`src/design/ludp_ram.sv`:
```
// ----------------------------------------------------------------------------
// ludp_ram: generic single-port-write, single-port-read RAM
// One write and one registered read per cycle.
// ----------------------------------------------------------------------------
module ludp_ram #(
   parameter int WIDTH = 32,
   parameter int DEPTH = 64
) (
   input  logic                     clock,
   input  logic                     wr_en,
   input  logic [$clog2(DEPTH)-1:0] wr_addr,
   input  logic [WIDTH-1:0]         wr_data,
   input  logic [$clog2(DEPTH)-1:0] rd_addr,
   output logic [WIDTH-1:0]         rd_data
);

   logic [WIDTH-1:0] mem_ff [DEPTH];
   logic [WIDTH-1:0] rd_data_ff;

   always_ff @(posedge clock) begin
      if (wr_en) begin
         mem_ff[wr_addr] <= wr_data;
      end
      rd_data_ff <= mem_ff[rd_addr];
   end

   assign rd_data = rd_data_ff;

endmodule

```
`config.mk`:
```
export PLATFORM = sky130hd
export DESIGN_NAME = ludp_ram
export DESIGN_NICKNAME = d
export VERILOG_FILES = /design/src/design/ludp_ram.sv
export SDC_FILE = /design/constraint.sdc
export NUM_CORES = 2
export LEC_CHECK = 0
export BUFFER_PORTS_ARGS = -buffer_cell sky130_fd_sc_hd__clkbuf_2
export CORE_ASPECT_RATIO = 0.6
export CORE_UTILIZATION = 40
export CTS_CLUSTER_SIZE = 14
export DETAILED_ROUTE_END_ITERATION = 6
export PLACE_DENSITY = 0.62
export SYNTH_ARGS = -nofsm -noshare
export SYNTH_HDL_FRONTEND = slang
export SYNTH_SLANG_ARGS = --single-unit
```
`constraint.sdc`:
```
create_clock -name clock -period 4.2 [get_ports clock]
set_input_delay 0.21 -clock clock [delete_from_list [all_inputs] [get_ports clock]]
set_output_delay 0.21 -clock clock [all_outputs]
set_load 0.03 [all_outputs]
```
* After elaboration in Yosys (flattened, before gate mapping)
Memories as Yosys holds them, arrays and structs flattened. A register that Yosys moved wholly into a read port is not among the register bits.
Index checks and enable logic that the tools add are counted.
** Storage, ports and cells
- Latch bits :: 0
- Memories kept :: 1
- Word-level logic and storage cells :: 3
- Input port bits :: 46
- Output and inout bits :: 32
- Memory bits (writable) :: 2048
- Bits in read-only memories :: 0
- Flip-flop bits (word level) :: 0
** Cells by class
- Muxes and demuxes :: 2
- Shift-type cells :: 0
- Bitwise gates (word level) :: 0
- Reduce and logical (&&, ||, !) cells :: 0
- Add/sub/neg operators :: 0
- Div/mod/pow operators :: 0
- Order comparisons :: 0
- Equal/unequal tests :: 0
- Multiply operators :: 0
** Memory list
- mem_ff :: words 64, bits a word 32, read ports 1, clocked after memory_dff 1, write ports 1, RTL line 17 : logic [WIDTH-1:0] mem_ff [DEPTH];
** Operators with widths (number)
- 2-to-1 mux 1 bit :: 2

* Logic depth before layout (Yosys ltp)
- Depth in word-level cells :: 2
- Gate-level depth with buffers :: 10
- Mapped depth without buffers :: 5

* Worst setup path after synthesis
Ideal clock, no wire load.
- Path type :: input to register
- Start point :: input port wr_addr[3]
- End point :: memory mem_ff[48][0] (enable)
- Cell stages on the path :: 4
- Library setup time :: 0.461 ns
- Data arrival time :: 2.909 ns
- Required time :: 3.739 ns
- Slack :: 0.830 ns
- Cells stage by stage :: clkbuf_1 nor2b_1 nand4b_1 nor3_1
** RTL lines
- start: declaration :: RTL line 11 : input logic [$clog2(DEPTH)-1:0] wr_addr,
- end: declaration :: RTL line 17
No word-level cell before the write port.

==> run metrics <==
Die X-Extent=574 µm; combinational share of power=5.5%; DR pass1 iterations=7; CTS Buffer Depth=4; area leader, netlist=edfxtp_1; Slew HR=17.8%; Worst Setup Start Kind=primary input; Initial DRC Count=5679; H-tree depth=4; clock transition at the registers of the reported paths=0.06 ns; GR Util All Layers=21.6%; synthesized flop and latch total=2080; net switching power figure=8940 µW; DR WL/cell=33.8 µm; Slew Limit Fails=0; clock skew=0.0508 ns; CP required=4.93 ns; share of cells above drive strength 1=29.5%; Hold Path Class=primary input to flip-flop; Synth cell types=34; Internal Power=32700 µW; Via-to-Cell Ratio=5.97; Crit Path Class=primary input to flip-flop; syn_area_per_cell=23.6 µm²; reg2reg end=rd_data[29]; LEAKAGE=0.0276 µW; sequential share of the synthesized area=79.1%; Via Count=38000; Die Y=345 µm; Seq pwr share=55.5%; MaxCap Viol Count=0; clock network power share=39.0%; Root Driver=clkbuf_16; Worst EP arrival=3.46 ns; input/output buffers=77; Post-Synthesis Cells=3324; DRC Markers=0; Final HPWL DP=130 mm; clk sinks=2080; vias in the first global route=36800; Worst VDD drop=0.000346 V; FMAX=365 MHz; reg2reg start=mem_ff[39][29]; setup violators final=0; pwr/cell area=465 nW/µm²; fin nets=3660; antenna-violating nets left=0; largest net degree at the start of global routing=70; final hold vios=0; starting density of the core=40.4%; die area=198000 µm²; I/O Pins=78; PnR Total Power=41700 µW; worst reg-to-reg setup slack=1.85 ns; Core Box Area=194000 µm²; number of CTS-inserted buffers=188; Reg2Reg Depth=5; peak fanout along the critical path=12; sw frac=21.5%; fin crit share=65.2%; Hold Path End=mem_ff[55][15]; syn_nets=3370; Layout area overhead=14.0%; CTS tree=done; worst skew pair latency=0.82 ns; CP endpoint kind=flip-flop; top cell type's share of synthesized area=78.3%; unrepaired setup endpoints after global routing=no; Site Rows=125; worst-margin pin slew=1.23 ns; status=finished clean; fin crit period=2.74 ns; Synth Cell Area=78500 µm²; Yosys Warn Count=0; Hold Path Origin=wr_data[15]; first-pass GRT wire length=299 mm; Placer Congestion=0.807; setup TNS=0 ns; initial antenna violation count=25; WL final=215 mm; GR Overflow Total=0; largest cells by area after synthesis=edfxtp_1 (78%), mux4_2 (16%), mux2i_1 (1.2%), dfxtp_1 (0.82%), o22ai_1 (0.67%); WHS Path Cells=2
[worst max-delay path, cell delays in order]
cell and delay, ns:
dlygate4sd3_1 0.61, clkbuf_2 0.33, nand2_1 0.65, o221ai_1 0.25
a21oi_1 0.88, a21oi_1 0.32, nor2_1 0.18
[cell type report]
| cell class | instances | area, µm² |
|---|---|---|
| fill | 15900 | 105000 |
| sequential | 2080 | 62100 |
| multi-input combinational | 1062 | 16000 |
| clock buffer | 286 | 5280 |
| tap | 2603 | 3260 |
| timing repair buffer | 282 | 2540 |
| clock inverter | 42 | 307 |
| antenna | 6 | 15.0 |
[synth_stat cells, drive strengths merged]
cell type,count
edfxtp,2048
mux4,544
nor2,137
buf,108
mux2i,93
o22ai,84
clkbuf,74
a21oi,62
dfxtp,32
o221ai,27
nand2,26
nor2b,15
a22oi,12
a311oi,8
nand2b,8
nor3,7
nand3,5
nand3b,5
or3b,5
a41o,4
and3,4
o32ai,4
or2,3
or3,3
and2,2
nand4,2
a31oi,1
nand4b,1
[cells in the final DEF (no fill, tap or decap), drive strengths merged, types with 6 or more instances in the layout]
master / netlist / final
edfxtp: 2048 / 2048
nand2b: 8 / 8
diode: 0 / 6
o22ai: 84 / 84
a21oi: 62 / 62
dlygate4sd3: 0 / 6
a311oi: 8 / 8
clkbuf: 74 / 359
nor2b: 15 / 15
o221ai: 27 / 27
nor2: 137 / 137
clkinv: 0 / 36
mux2i: 93 / 93
a22oi: 12 / 12
buf: 108 / 203
mux4: 544 / 544
nor3: 7 / 7
nand2: 26 / 26
dfxtp: 32 / 32
[metal layers]
layer | global-route usage, % | wire length, µm | vias up
li1 | - | - | 14800
met1 | 34.3 | 95100 | 20500
met2 | 29.3 | 89400 | 2339
met3 | 6.59 | 27100 | 244
met4 | 3.98 | 3670 | 0
met5 | 0 | 0 | -
[stage by stage]
stage | std cells | hold slack (ns) | instance area [µm²] | utilization (%) | worst slack [ns]
after floorplan | 3324 | 0.309 | 78500 | - | 0.830
after global placement | 6021 | 0.587 | 83800 | 43.2 | 0.812
after detailed placement | 6021 | 0.595 | 83800 | 43.2 | 0.803
after CTS | 6355 | 0.00320 | 89500 | 46.1 | 1.62
after global routing | 6357 | 0.0435 | 89500 | 46.1 | 1.50
final | 6361 | 0.0475 | 89500 | 46.1 | 1.46
[cells by family (layout without fill, tap and decap cells)]
family                 count (synthesis)  in the layout  synth area share (%)
other                                  0              6                     0
DFF                                 2080           2080                  79.1
AOI/OAI and AO/OA                    202            202                  1.67
buffers and inverters                182            610                  1.13
and+or+nand+nor                      223            223                  1.27
muxes                                637            637                  16.8
[registers in the layout, indices dropped and copies added (netlist names)]
| register | flops |
|---|---|
| rd_data | 32 |
| mem_ff | 2048 |
[power groups by stage]
| stage | Combinational, µW | Sequential (µW) | Clock [µW] |
|---|---|---|---|
| floorplan | 1120 | 23600 | 0 |
| global placement | 2260 | 23600 | 0 |
| detailed placement | 2280 | 23600 | 0 |
| CTS | 2290 | 23100 | 16500 |
| global route | 2410 | 23100 | 17200 |
| finish | 2290 | 23100 | 16200 |
[worst max-delay path by stage]
| stage | end | startpoint |
|---|---|---|
| CTS | rd_data[27] | rd_addr[4] |
| finish | rd_data[27] | rd_addr[4] |
| floorplan | mem_ff[48][0] | wr_addr[3] |
| global route | rd_data[29] | rd_addr[4] |
| detailed placement | rd_data[21] | rd_addr[0] |
| global placement | rd_data[21] | rd_addr[0] |
[repair_timing]
action                    in CTS  in global routing
resized for setup              0                  0
hold endpoints to repair      62                  0
hold buffers                   6                  0
setup buffers                  0                  0
Power figures use the tool's default switching activity.
